`config.mk`:
```
export PLATFORM = sky130hd
export DESIGN_NAME = arp_resolver_cache_top
export DESIGN_NICKNAME = d
export VERILOG_FILES = /design/src/rtl/arc_pkg.sv /design/src/rtl/arp_resolver_cache_top.sv
export SDC_FILE = /design/constraint.sdc
export NUM_CORES = 2
export LEC_CHECK = 0
export BUFFER_PORTS_ARGS = -buffer_cell sky130_fd_sc_hd__buf_2
export CORE_UTILIZATION = 67
export DETAILED_ROUTE_END_ITERATION = 8
export PLACE_DENSITY = 0.84
export SLEW_MARGIN = 25
export SYNTH_ARGS = -nofsm -noshare
export SYNTH_HDL_FRONTEND = slang
export SYNTH_SLANG_ARGS = --single-unit
```
`constraint.sdc`:
```
create_clock -name clk -period 17.48 [get_ports clk]
set_input_delay 1.748 -clock clk [delete_from_list [all_inputs] [get_ports clk]]
set_output_delay 1.748 -clock clk [all_outputs]
set_load 0.1 [all_outputs]
```
`src/rtl/arc_pkg.sv`:
```
`timescale 1ns / 1ps
// Package for the ARP resolver cache: request/result structs, codes, defaults.
// No dependencies.
package arc_pkg;
    localparam int CacheDepthDef   = 16;
    localparam int RequestDepthDef = 8;
    localparam int PendingDepthDef = 16;

    localparam logic [15:0] HoldoffReset  = 16'd5000;
    localparam logic [31:0] LifetimeReset = 32'd30000;
    localparam logic [47:0] MacBcast      = 48'hFFFF_FFFF_FFFF;

    typedef enum logic [1:0] {
        KIND_SEND = 2'd0,
        KIND_ARP  = 2'd1,
        KIND_TICK = 2'd2,
        KIND_NONE = 2'd3
    } kind_t;

    typedef enum logic [2:0] {
        ACT_SEND    = 3'd0,
        ACT_REQUEST = 3'd1,
        ACT_REPLY   = 3'd2,
        ACT_QUEUED  = 3'd3,
        ACT_DROPPED = 3'd4,
        ACT_BADOP   = 3'd5
    } action_t;

    typedef enum logic [1:0] {
        REG_OWN_MAC  = 2'd0,
        REG_OWN_IP   = 2'd1,
        REG_HOLDOFF  = 2'd2,
        REG_LIFETIME = 2'd3
    } reg_idx_t;

    localparam logic [15:0] OpRequest = 16'd1;
    localparam logic [15:0] OpReply   = 16'd2;

    typedef struct packed {
        logic [1:0]  kind;
        logic [31:0] next_hop_ip;
        logic [15:0] datagram_tag;
        logic [31:0] sender_ip;
        logic [47:0] sender_mac;
        logic [31:0] target_ip;
        logic [15:0] arp_opcode;
        logic [15:0] elapsed_ms;
    } req_t;

    typedef struct packed {
        logic [2:0]  action;
        logic [47:0] dst_mac;
        logic [31:0] dst_ip;
        logic [15:0] out_tag;
        logic        last;
    } res_t;
endpackage

```
`src/rtl/arp_resolver_cache_top.sv`:
```
`timescale 1ns / 1ps
// ARP resolver: IP-to-MAC cache, request holdoff table, pending tag queue.
// Depends on arc_pkg.
//
// channel | dir | handshake           | payload
// req     | in  | req_valid/req_stall | req_t
// res     | out | res_valid/res_stall | res_t
// cfg     | in  | cfg_valid/cfg_ready | cfg_index, cfg_data
//
// Every table is walked one entry a cycle through a single compare/age unit.
// Results leave through one output register; a stall there freezes the pending-queue
// walk. Reset clears valid bits, time and own MAC/IP, and loads the holdoff and
// lifetime defaults; no clearing pass.
module arp_resolver_cache_top
    import arc_pkg::*;
#(
    parameter int CACHE_DEPTH   = CacheDepthDef,
    parameter int REQUEST_DEPTH = RequestDepthDef,
    parameter int PENDING_DEPTH = PendingDepthDef
)
(
    input  logic        clk,
    input  logic        rst_n,
    input  logic        req_valid,
    output logic        req_stall,
    input  req_t        req,
    output logic        res_valid,
    input  logic        res_stall,
    output res_t        res,
    input  logic        cfg_valid,
    output logic        cfg_ready,
    input  logic [1:0]  cfg_index,
    input  logic [63:0] cfg_data
);
    localparam int CW = (CACHE_DEPTH > 1) ? $clog2(CACHE_DEPTH) : 1;
    localparam int RW = (REQUEST_DEPTH > 1) ? $clog2(REQUEST_DEPTH) : 1;
    localparam int PW = (PENDING_DEPTH > 1) ? $clog2(PENDING_DEPTH) : 1;

    typedef enum logic [10:0] {
        S_IDLE   = 11'b00000000001,
        S_CFIND  = 11'b00000000010,
        S_RFIND  = 11'b00000000100,
        S_RSLOT  = 11'b00000001000,
        S_SENDQ  = 11'b00000010000,
        S_SENDR  = 11'b00000100000,
        S_CSLOT  = 11'b00001000000,
        S_LEARN  = 11'b00010000000,
        S_PSCAN  = 11'b00100000000,
        S_FINAL  = 11'b01000000000,
        S_TICK   = 11'b10000000000
    } state_t;

    state_t state_reg, state_next;

    logic [47:0] own_mac_reg;
    logic [31:0] own_ip_reg;
    logic [15:0] holdoff_reg;
    logic [31:0] lifetime_reg;
    logic [31:0] now_reg;

    logic [CACHE_DEPTH-1:0]   cv_reg;
    logic [31:0] c_ip   [CACHE_DEPTH];
    logic [47:0] c_mac  [CACHE_DEPTH];
    logic [31:0] c_time [CACHE_DEPTH];
    logic [REQUEST_DEPTH-1:0] rv_reg;
    logic [31:0] r_ip   [REQUEST_DEPTH];
    logic [31:0] r_time [REQUEST_DEPTH];
    logic [PENDING_DEPTH-1:0] pv_reg;
    logic [31:0] p_ip   [PENDING_DEPTH];
    logic [15:0] p_tag  [PENDING_DEPTH];

    req_t        in_reg;
    logic [8:0]  idx_reg;
    logic [PW-1:0] wr_reg;
    logic [8:0]  best_reg;
    logic [31:0] best_age_reg;
    logic        out_v_reg;
    res_t        out_reg;
    logic        hit_reg;
    logic        held_reg;
    logic        have_reg;
    logic [15:0] held_tag_reg;

    logic busy;
    assign busy = (state_reg != S_IDLE);
    assign req_stall = busy || out_v_reg;
    assign cfg_ready = !busy && !out_v_reg;
    assign res_valid = out_v_reg;
    assign res = out_reg;

    logic out_free;
    assign out_free = !out_v_reg || !res_stall;

    // shared compare/age unit
    logic [31:0] cmp_ip, cmp_time, age;
    logic        cmp_v, eq;
    logic [CW-1:0] ci;
    logic [RW-1:0] ri;
    logic [PW-1:0] pi;
    assign ci = idx_reg[CW-1:0];
    assign ri = idx_reg[RW-1:0];
    assign pi = idx_reg[PW-1:0];
    always_comb
    begin
        cmp_ip = '0; cmp_time = '0; cmp_v = 1'b0;
        if (state_reg == S_RFIND || state_reg == S_RSLOT)
        begin
            cmp_ip = r_ip[ri]; cmp_time = r_time[ri]; cmp_v = rv_reg[ri];
        end
        else if (state_reg == S_PSCAN)
        begin
            cmp_ip = p_ip[pi]; cmp_v = pv_reg[pi];
        end
        else
        begin
            cmp_ip = c_ip[ci]; cmp_time = c_time[ci]; cmp_v = cv_reg[ci];
        end
    end
    logic [31:0] key_ip;
    assign key_ip = (in_reg.kind == KIND_SEND) ? in_reg.next_hop_ip : in_reg.sender_ip;
    assign eq  = cmp_v && (cmp_ip == key_ip);
    assign age = now_reg - cmp_time;

    logic [8:0] idx_inc;
    assign idx_inc = idx_reg + 9'd1;

    // output register loads this cycle
    logic out_load;
    always_comb
    begin
        out_load = 1'b0;
        if (out_free)
        begin
            unique case (state_reg)
                S_SENDQ, S_SENDR: out_load = 1'b1;
                S_PSCAN:          out_load = eq && have_reg;
                S_FINAL:          out_load = have_reg || (in_reg.arp_opcode != OpReply);
                default:          out_load = 1'b0;
            endcase
        end
    end

    always_ff @(posedge clk or negedge rst_n)
    begin
        if (!rst_n)
        begin
            state_reg    <= S_IDLE;
            own_mac_reg  <= '0;
            own_ip_reg   <= '0;
            holdoff_reg  <= HoldoffReset;
            lifetime_reg <= LifetimeReset;
            now_reg      <= '0;
            cv_reg       <= '0;
            rv_reg       <= '0;
            pv_reg       <= '0;
            out_v_reg    <= 1'b0;
        end
        else
        begin
            if (out_load)
                out_v_reg <= 1'b1;
            else if (!res_stall)
                out_v_reg <= 1'b0;
            if (cfg_valid && cfg_ready)
            begin
                unique case (reg_idx_t'(cfg_index))
                    REG_OWN_MAC:  own_mac_reg  <= cfg_data[47:0];
                    REG_OWN_IP:   own_ip_reg   <= cfg_data[31:0];
                    REG_HOLDOFF:  holdoff_reg  <= cfg_data[15:0];
                    REG_LIFETIME: lifetime_reg <= cfg_data[31:0];
                    default: ;
                endcase
            end
            unique case (state_reg)
                S_IDLE:
                begin
                    if (req_valid && !req_stall)
                    begin
                        unique case (kind_t'(req.kind))
                            KIND_SEND: state_reg <= S_CFIND;
                            KIND_ARP:  state_reg <= (req.target_ip == own_ip_reg) ?
                                                    S_CFIND : S_IDLE;
                            KIND_TICK: state_reg <= S_TICK;
                            default:   state_reg <= S_IDLE;
                        endcase
                        if (req.kind == KIND_TICK)
                            now_reg <= now_reg + {16'd0, req.elapsed_ms};
                    end
                end
                S_CFIND:
                begin
                    if (eq)
                        best_reg <= idx_reg;
                    if (idx_reg == 9'(CACHE_DEPTH - 1) || eq)
                    begin
                        idx_reg <= '0;
                        if (in_reg.kind == KIND_SEND)
                            state_reg <= eq ? S_SENDQ : S_RFIND;
                        else
                            state_reg <= eq ? S_LEARN : S_CSLOT;
                        hit_reg <= eq;
                    end
                    else
                        idx_reg <= idx_inc;
                end
                S_CSLOT:
                begin
                    if (!cmp_v || idx_reg == '0 || age > best_age_reg)
                    begin
                        best_reg <= idx_reg; best_age_reg <= age;
                    end
                    if (!cmp_v || idx_reg == 9'(CACHE_DEPTH - 1))
                    begin
                        idx_reg <= '0;
                        state_reg <= S_LEARN;
                    end
                    else
                        idx_reg <= idx_inc;
                end
                S_LEARN:
                begin
                    // write cache, then look for holdoff entry to clear
                    cv_reg[best_reg[CW-1:0]]  <= 1'b1;
                    c_ip[best_reg[CW-1:0]]    <= in_reg.sender_ip;
                    c_mac[best_reg[CW-1:0]]   <= in_reg.sender_mac;
                    c_time[best_reg[CW-1:0]]  <= now_reg;
                    idx_reg   <= '0;
                    state_reg <= S_RFIND;
                end
                S_RFIND:
                begin
                    if (eq)
                    begin
                        best_reg <= idx_reg;
                        best_age_reg <= age;
                    end
                    if (idx_reg == 9'(REQUEST_DEPTH - 1) || eq)
                    begin
                        idx_reg <= '0;
                        if (in_reg.kind == KIND_ARP)
                        begin
                            if (eq)
                                rv_reg[ri] <= 1'b0;
                            wr_reg <= '0;
                            state_reg <= S_PSCAN;
                        end
                        else if (eq)
                        begin
                            held_reg  <= (age <= {16'd0, holdoff_reg});
                            state_reg <= S_SENDQ;
                        end
                        else
                            state_reg <= S_RSLOT;
                    end
                    else
                        idx_reg <= idx_inc;
                end
                S_RSLOT:
                begin
                    if (!cmp_v || idx_reg == '0 || age > best_age_reg)
                    begin
                        best_reg <= idx_reg; best_age_reg <= age;
                    end
                    if (!cmp_v || idx_reg == 9'(REQUEST_DEPTH - 1))
                        state_reg <= S_SENDQ;
                    else
                        idx_reg <= idx_inc;
                end
                S_SENDQ:
                begin
                    if (out_free)
                    begin
                        out_reg.dst_ip  <= in_reg.next_hop_ip;
                        out_reg.out_tag <= in_reg.datagram_tag;
                        if (hit_reg)
                        begin
                            out_reg.action  <= ACT_SEND;
                            out_reg.dst_mac <= c_mac[best_reg[CW-1:0]];
                            out_reg.last    <= 1'b1;
                            state_reg <= S_IDLE;
                        end
                        else
                        begin
                            out_reg.dst_mac <= '0;
                            out_reg.last    <= held_reg;
                            if (!pv_reg[PENDING_DEPTH-1])
                            begin
                                out_reg.action <= ACT_QUEUED;
                                for (int k = 0; k < PENDING_DEPTH; k++)
                                begin
                                    if (!pv_reg[k] && (k == 0 || pv_reg[k == 0 ? 0 : k-1]))
                                    begin
                                        pv_reg[k] <= 1'b1;
                                        p_ip[k]   <= in_reg.next_hop_ip;
                                        p_tag[k]  <= in_reg.datagram_tag;
                                    end
                                end
                            end
                            else
                                out_reg.action <= ACT_DROPPED;
                            state_reg <= held_reg ? S_IDLE : S_SENDR;
                        end
                    end
                end
                S_SENDR:
                begin
                    if (out_free)
                    begin
                        rv_reg[best_reg[RW-1:0]] <= 1'b1;
                        r_ip[best_reg[RW-1:0]]   <= in_reg.next_hop_ip;
                        r_time[best_reg[RW-1:0]] <= now_reg;
                        out_reg.action  <= ACT_REQUEST;
                        out_reg.dst_mac <= MacBcast;
                        out_reg.dst_ip  <= in_reg.next_hop_ip;
                        out_reg.out_tag <= '0;
                        out_reg.last    <= 1'b1;
                        state_reg <= S_IDLE;
                    end
                end
                S_PSCAN:
                begin
                    // a released tag is held back one match so its last bit is known
                    if (!cmp_v)
                    begin
                        for (int k = 0; k < PENDING_DEPTH; k++)
                            if (k >= int'(wr_reg))
                                pv_reg[k] <= 1'b0;
                        state_reg <= S_FINAL;
                    end
                    else if (eq)
                    begin
                        if (!have_reg || out_free)
                        begin
                            if (have_reg)
                            begin
                                out_reg.action  <= ACT_SEND;
                                out_reg.dst_mac <= in_reg.sender_mac;
                                out_reg.dst_ip  <= in_reg.sender_ip;
                                out_reg.out_tag <= held_tag_reg;
                                out_reg.last    <= 1'b0;
                            end
                            have_reg     <= 1'b1;
                            held_tag_reg <= p_tag[pi];
                            if (idx_reg == 9'(PENDING_DEPTH - 1))
                            begin
                                for (int k = 0; k < PENDING_DEPTH; k++)
                                    if (k >= int'(wr_reg))
                                        pv_reg[k] <= 1'b0;
                                state_reg <= S_FINAL;
                            end
                            else
                                idx_reg <= idx_inc;
                        end
                    end
                    else
                    begin
                        p_ip[wr_reg]  <= p_ip[pi];
                        p_tag[wr_reg] <= p_tag[pi];
                        if (idx_reg == 9'(PENDING_DEPTH - 1))
                        begin
                            for (int k = 0; k < PENDING_DEPTH; k++)
                                if (k > int'(wr_reg))
                                    pv_reg[k] <= 1'b0;
                            state_reg <= S_FINAL;
                        end
                        else
                        begin
                            wr_reg  <= wr_reg + PW'(1);
                            idx_reg <= idx_inc;
                        end
                    end
                end
                S_FINAL:
                begin
                    if (have_reg)
                    begin
                        if (out_free)
                        begin
                            out_reg.action  <= ACT_SEND;
                            out_reg.dst_mac <= in_reg.sender_mac;
                            out_reg.dst_ip  <= in_reg.sender_ip;
                            out_reg.out_tag <= held_tag_reg;
                            out_reg.last    <= (in_reg.arp_opcode == OpReply);
                            have_reg <= 1'b0;
                            if (in_reg.arp_opcode == OpReply)
                                state_reg <= S_IDLE;
                        end
                    end
                    else if (in_reg.arp_opcode == OpReply)
                        state_reg <= S_IDLE;
                    else if (out_free)
                    begin
                        out_reg.out_tag <= '0;
                        out_reg.last    <= 1'b1;
                        if (in_reg.arp_opcode == OpRequest)
                        begin
                            out_reg.action  <= ACT_REPLY;
                            out_reg.dst_mac <= in_reg.sender_mac;
                            out_reg.dst_ip  <= in_reg.sender_ip;
                        end
                        else
                        begin
                            out_reg.action  <= ACT_BADOP;
                            out_reg.dst_mac <= '0;
                            out_reg.dst_ip  <= '0;
                        end
                        state_reg <= S_IDLE;
                    end
                end
                S_TICK:
                begin
                    if (cv_reg[ci] && age > lifetime_reg)
                        cv_reg[ci] <= 1'b0;
                    if (idx_reg == 9'(CACHE_DEPTH - 1))
                        state_reg <= S_IDLE;
                    else
                        idx_reg <= idx_inc;
                end
                default: state_reg <= S_IDLE;
            endcase
            if (state_reg == S_IDLE && req_valid && !req_stall)
            begin
                in_reg    <= req;
                idx_reg   <= '0;
                hit_reg   <= 1'b0;
                held_reg  <= 1'b0;
                have_reg  <= 1'b0;
                best_age_reg <= '0;
            end
        end
    end
endmodule

```
Word level (Yosys, flattened, before mapping)

Memories as Yosys holds them, arrays and structs flattened. A register that Yosys moved wholly into a read port is not among the register bits.
Index checks and enable logic that the tools add are counted.

Add/sub/neg operators: 4
Order comparisons: 41
Equal/unequal tests: 86
Mux-type cells: 332
Bitwise operators: 6
Reduce and logical (&&, ||, !) cells: 136

Operator list:

| operator                                                        | count |
|---|---|
| 100-bit two-way mux                                             | 10 |
| 32-bit two-way mux                                              | 16 |
| 100-bit one-hot mux with 4 select lines                         | 1 |
| 32-bit OR reduction                                             | 9 |
| 16-bit two-way mux                                              | 16 |
| 1-bit two-way mux                                               | 192 |
| 11-bit two-way mux                                              | 16 |
| 16-bit OR reduction                                             | 9 |
| 4-bit two-way mux                                               | 34 |
| 9-bit AND reduction                                             | 14 |
| 11-bit one-hot mux with 11 select lines                         | 1 |
| 83-bit two-way mux                                              | 1 |
| 9-bit two-way mux                                               | 9 |
| 4-bit by 3-bit != test with 1-bit output, second input constant | 18 |
| 32-bit == test                                                  | 2 |
| 32-bit greater-than comparator                                  | 2 |
| 16-bit one-hot mux with 2 select lines                          | 2 |
| 32-bit one-hot mux with 2 select lines                          | 1 |
| 9-bit one-hot mux with 7 select lines                           | 1 |
| 2-bit != test, second input constant                            | 30 |
| 51-bit two-way mux                                              | 1 |
| 8-bit two-way mux                                               | 6 |
| 1-bit logical AND                                               | 46 |
| 11-bit one-hot mux with 3 select lines                          | 1 |
| other kinds (71)                                                | 167 |

Register bits: 478
RAM bits: 3072
Input port bits: 265
Output and inout port bits: 103
Memories kept: 7

Memory list:

| memory          | words | width | rd ports | clocked after Yosys merged registers in | wr ports | RTL line                     | text |
|---|---|---|---|---|---|---|---|
| c_mac           | 16    | 48    | 1        | 1                                       | 1        | arp_resolver_cache_top.sv:63 | `logic [47:0] c_mac [CACHE_DEPTH];` |
| c_ip            | 16    | 32    | 1        | 1                                       | 1        | arp_resolver_cache_top.sv:62 | `logic [31:0] c_ip [CACHE_DEPTH];` |
| c_time          | 16    | 32    | 1        | 1                                       | 1        | arp_resolver_cache_top.sv:64 | `logic [31:0] c_time [CACHE_DEPTH];` |
| p_ip            | 16    | 32    | 1        | 1                                       | 8        | arp_resolver_cache_top.sv:69 | `logic [31:0] p_ip [PENDING_DEPTH];` |
| p_tag           | 16    | 16    | 1        | 1                                       | 8        | arp_resolver_cache_top.sv:70 | `logic [15:0] p_tag [PENDING_DEPTH];` |
| r_ip            | 8     | 32    | 1        | 1                                       | 1        | arp_resolver_cache_top.sv:66 | `logic [31:0] r_ip [REQUEST_DEPTH];` |
| 1 more memories | --    | --    | --       | --                                      | --       | --                           |  |

Logic depth before layout (Yosys ltp)

Word-level depth: 12
Mapped depth: 39
Gate-level depth less buffers: 29

Worst setup path before layout

Ideal clock, no wire load.

Path kind: register to register
From: register state_reg[7]
To: register in_reg[100] (netlist bit), enable pin
Setup time: 0.654 ns
Arrival time: 9.284 ns
Data required time: 16.826 ns
Setup slack: 7.541 ns
Stages on the path, launching flop included: 10
Period minus slack after synthesis: 9.939 ns
Cells stage by stage: dfrtp_1 buf_2 or4_1 buf_6 nor2_1 nand3_1 nor2_1 nand2_1 clkbuf_1 nor2_1

Word-level cells in the longest chain between the ends: 5

Ends and longest elaborated chain:

| item                                      | RTL line                      | text |
|---|---|---|
| start: declaration                        | arp_resolver_cache_top.sv:53  | `state_t state_reg, state_next;` |
| start signal: assignment                  | arp_resolver_cache_top.sv:181 | `KIND_ARP: state_reg <= (req.target_ip == own_ip_reg) ?` |
| start signal: assignment                  | arp_resolver_cache_top.sv:198 | `state_reg <= eq ? S_SENDQ : S_RFIND;` |
| start signal: assignment                  | arp_resolver_cache_top.sv:200 | `state_reg <= eq ? S_LEARN : S_CSLOT;` |
| 11-bit by 1-bit != test with 1-bit output | arp_resolver_cache_top.sv:85  | `assign busy = (state_reg != S_IDLE);` |
| 1-bit logical OR                          | arp_resolver_cache_top.sv:86  | `assign req_stall = busy \|\| out_v_reg;` |
| 1-bit zero test                           | arp_resolver_cache_top.sv:421 | `if (state_reg == S_IDLE && req_valid && !req_stall)` |
| 1-bit logical AND (*)                     | arp_resolver_cache_top.sv:421 |  |
| 2-bit AND reduction (no source line) (*)  | --                            |  |
| end signal: assignment                    | arp_resolver_cache_top.sv:423 | `in_reg <= req;` |
| end: declaration                          | arp_resolver_cache_top.sv:72  | `req_t in_reg;` |

Mark *: on every way between the ends. The rest lies on a longest branch, timed or not.
A chain may end at the register's enable or synchronous reset.

==> results.sh <==
export IMPL_grt_pass1_wl_um=627000
export IMPL_syn_area_per_cell_um2=18.6
export IMPL_synth_edff_count=3386
export IMPL_num_io_pins=368
export IMPL_core_um2=226000
export IMPL_port_buffers=335
export IMPL_crit_arrival_ps=10670
export IMPL_p_total_mw=26.0
export IMPL_synth_seq_cells=3558
export IMPL_min_period_ps=9980
export IMPL_cts_inserted_buffers=359
export IMPL_tritoncts="done"
export IMPL_drive_gt1_share_pct=32.4
export IMPL_overflow=0
export IMPL_synthFlopType="edfxtp_1"
export IMPL_root_buffer="clkbuf_16"
export IMPL_drt_pass1_iterations=8
export IMPL_synth_area_um2=153000
export IMPL_initial_core_util_pct=67.7
export IMPL_syn_nets=8600
export IMPL_status="complete, no violations"
export IMPL_worstMarginPinSlew_ps=1280
export IMPL_async_reset_ff_share_pct=4.61
export IMPL_vias=88100
export IMPL_final_hold_viol_count=0
export IMPL_synth_adder_area_share_pct=1.13
export IMPL_yosysWarnings=0
export IMPL_power_leakage_nw=56.9
export IMPL_place_hpwl_um=223000
export IMPL_ctsHtreeMaxLevel=5
export IMPL_end_kind="flop"
export IMPL_clockBufferDepth=4
export IMPL_die_area_um2=230000
export IMPL_avgViaCountPerCell=7.43
export IMPL_wl_per_cell_um=37.0
export IMPL_clock_latency_ps=1030
export IMPL_syn_inst=8198
export IMPL_nets=8978
export IMPL_drt_iter0_drc=14300
export IMPL_rsz0062_at_grt="false"
export IMPL_grt_pass1_vias=89500
export IMPL_fin_skew_ps=127
export IMPL_path_max_fanout=46
export IMPL_final_util_pct=75.3
export IMPL_layout_worst_path_cycle_share_pct=57.1
export IMPL_antenna_found_initial=22
export IMPL_power_switching_mw=8.48
export IMPL_p_clk_share_pct=30.0
export IMPL_maxSlewHeadroom_pct=14.1
export IMPL_finalSetupTns_ps=0
export IMPL_pwr_density_cell_nw_per_um2=153
export IMPL_rows=174
export IMPL_crit_type="flop to flop"
export IMPL_ir_worst_vdd_v=0.000145
export IMPL_yosys_area_share_simple_pct=3.13
export IMPL_clock_fmax_mhz=100
export IMPL_ys_types=99
export IMPL_cap_violations=0
export IMPL_syn_to_final_growth_pct=11.3
export IMPL_die_width_um=479
export IMPL_maxSlewViolCount=0
export IMPL_grt_max_degree=139
export IMPL_seqPwrFrac_pct=39.6
export IMPL_ys_seq_area_share_pct=69.4
export IMPL_clock_sinks=3558
export IMPL_muxShareOfSynthArea_pct=20.0
export IMPL_cts_hold_buf=0
export IMPL_synth_xor_area_share_pct=0.614
export IMPL_internal_power_mw=17.6
export IMPL_cts_resized=0
export IMPL_drc=0
export IMPL_p_comb_share_pct=30.3
export IMPL_finalSetupViolations=0
export IMPL_antenna_left=0
export IMPL_largest_reg_flops=768
export IMPL_hold_path_class="flop to flop"
export IMPL_track_usage_pct=38.4
export IMPL_clkTransAtPathRegs_ps=60
export IMPL_synth_compound_area_share_pct=3.77
export IMPL_switching_share_pct=32.6
export IMPL_crit_path_start_kind="flop"
export IMPL_place_gp_congestion=0.923
export IMPL_synth_top_family_by_area="multiplexers"
export IMPL_worstPathRequired_ps=18170
export IMPL_die_h_um=479
export IMPL_cts_setup_buffers=0
export IMPL_wirelength_um=439000
[power by group through the flow]
stage                     clock [mW]  combinational (mW)  sequential (mW)
after detailed placement           0                7.53             10.5
after floorplan                    0                5.34             10.3
final                           7.82                7.89             10.3
after global placement             0                7.29             10.5
after CTS                       7.82                7.69             10.3
after global routing            8.12                8.35             10.4
[worst max-delay path, cell delays in order (launching register included)]
cell and delay (ps):
dfxtp_4 900, buf_4 560, buf_4 700, buf_6 640, mux4_2 630, mux4_2 530
a21oi_1 420, ha_1 400, a21oi_1 290, nand2_1 100, a21oi_1 150, a21oi_1 80
a221o_1 330, o41ai_1 490, mux2i_1 150, a2111oi_1 480, buf_4 270, ha_1 160
nand4_1 120, nor4_1 440, o21ai_0 160, a32oi_1 660, a2bb2oi_2 230, buf_4 340
o21ai_0 130, and3_1 200
[through the flow]
stage	std cells	hold slack, ps	instance area, µm²	worst slack [ps]
after floorplan	8198	424	153000	7540
after global placement	11200	476	158000	7540
after detailed placement	11200	490	158000	7490
after CTS	11800	510	170000	7290
after global routing	11900	520	170000	6960
final	11900	507	170000	7500
[cells in the mapped netlist (24+ instances only)]
library cell	count	share of area (%)
inv_1	133	0.33
mux4_2	862	13
a21o_1	53	0.26
buf_1	81	0.20
nand4_1	56	0.23
ha_1	135	1.1
and3_1	28	0.11
buf_2	127	0.42
buf_4	27	0.13
nor2_1	146	0.36
nand2b_1	25	0.10
mux2_1	95	0.70
a22o_1	36	0.21
dfrtp_1	151	2.5
edfxtp_1	3386	67
clkbuf_1	300	0.74
nand3_1	187	0.61
o21ai_0	203	0.67
nor4_1	30	0.12
a22oi_1	50	0.25
nor2b_1	24	0.098
nand2_1	313	0.77
mux2_2	789	5.8
a21oi_1	245	0.80
xnor2_1	44	0.25
xor2_1	63	0.36
nor3_1	51	0.17
mux2i_1	111	0.73
[area by class of cell]
| cell class | count | area [µm²] |
|---|---|---|
| repair buffers | 574 | 3830 |
| clock buffers | 437 | 9590 |
| flip-flops and latches | 3558 | 106000 |
| fillers | 11900 | 55600 |
| well taps | 2992 | 3740 |
| multi-input cells | 3949 | 44200 |
| diodes | 14 | 35.0 |
| inverters | 134 | 510 |
| clock inverters | 200 | 2040 |
[cell usage in the layout (no fill, tap or decap), types with 107 or more instances in the layout]
cell       count
o21ai_0      190
nand3_1      187
mux2i_1      107
mux4_2       862
clkbuf_16    369
inv_1        130
buf_4        212
a21oi_1      245
nor2_1       112
mux2_2       789
buf_2        334
nand2_1      311
ha_1         135
edfxtp_1    3386
dfrtp_1      150
[logic make-up (layout without fill, tap and decap cells)]
family	count (synthesis)	in the layout
other	0	14
XOR/XNOR	107	107
flip-flops	3558	3558
adder cells (fa/ha/maj)	137	137
AND/OR/NAND/NOR	966	966
buffers and inverters	691	1345
AO/OA/AOI/OAI	882	882
multiplexers	1857	1857
[per-layer routing]
layer	track usage (%)	up-vias	share of wire, %
met2	60.7	7808	48
met3	8.70	1558	13
met1	50.6	44500	33
met4	20.0	14	5.8
li1	-	34300	-
met5	0	-	0.022
[worst paths after layout]
kind | from | to | slack (ps) | cells past startpoint
worst min-delay path | lifetime_reg[17] | lifetime_reg[17] | 510 | 1
min in group asynchronous | rst_n | own_ip_reg[29] | 770 | 1
worst max register to register | flop | best_age_reg[0] | 7500 | 25
max in group asynchronous | rst_n | state_reg[0] | 15310 | 3
worst min register to register | lifetime_reg[17] | lifetime_reg[17] | 510 | 1
worst max-delay path | flop | best_age_reg[0] | 7500 | 25
(Power assumes the default switching activity.)
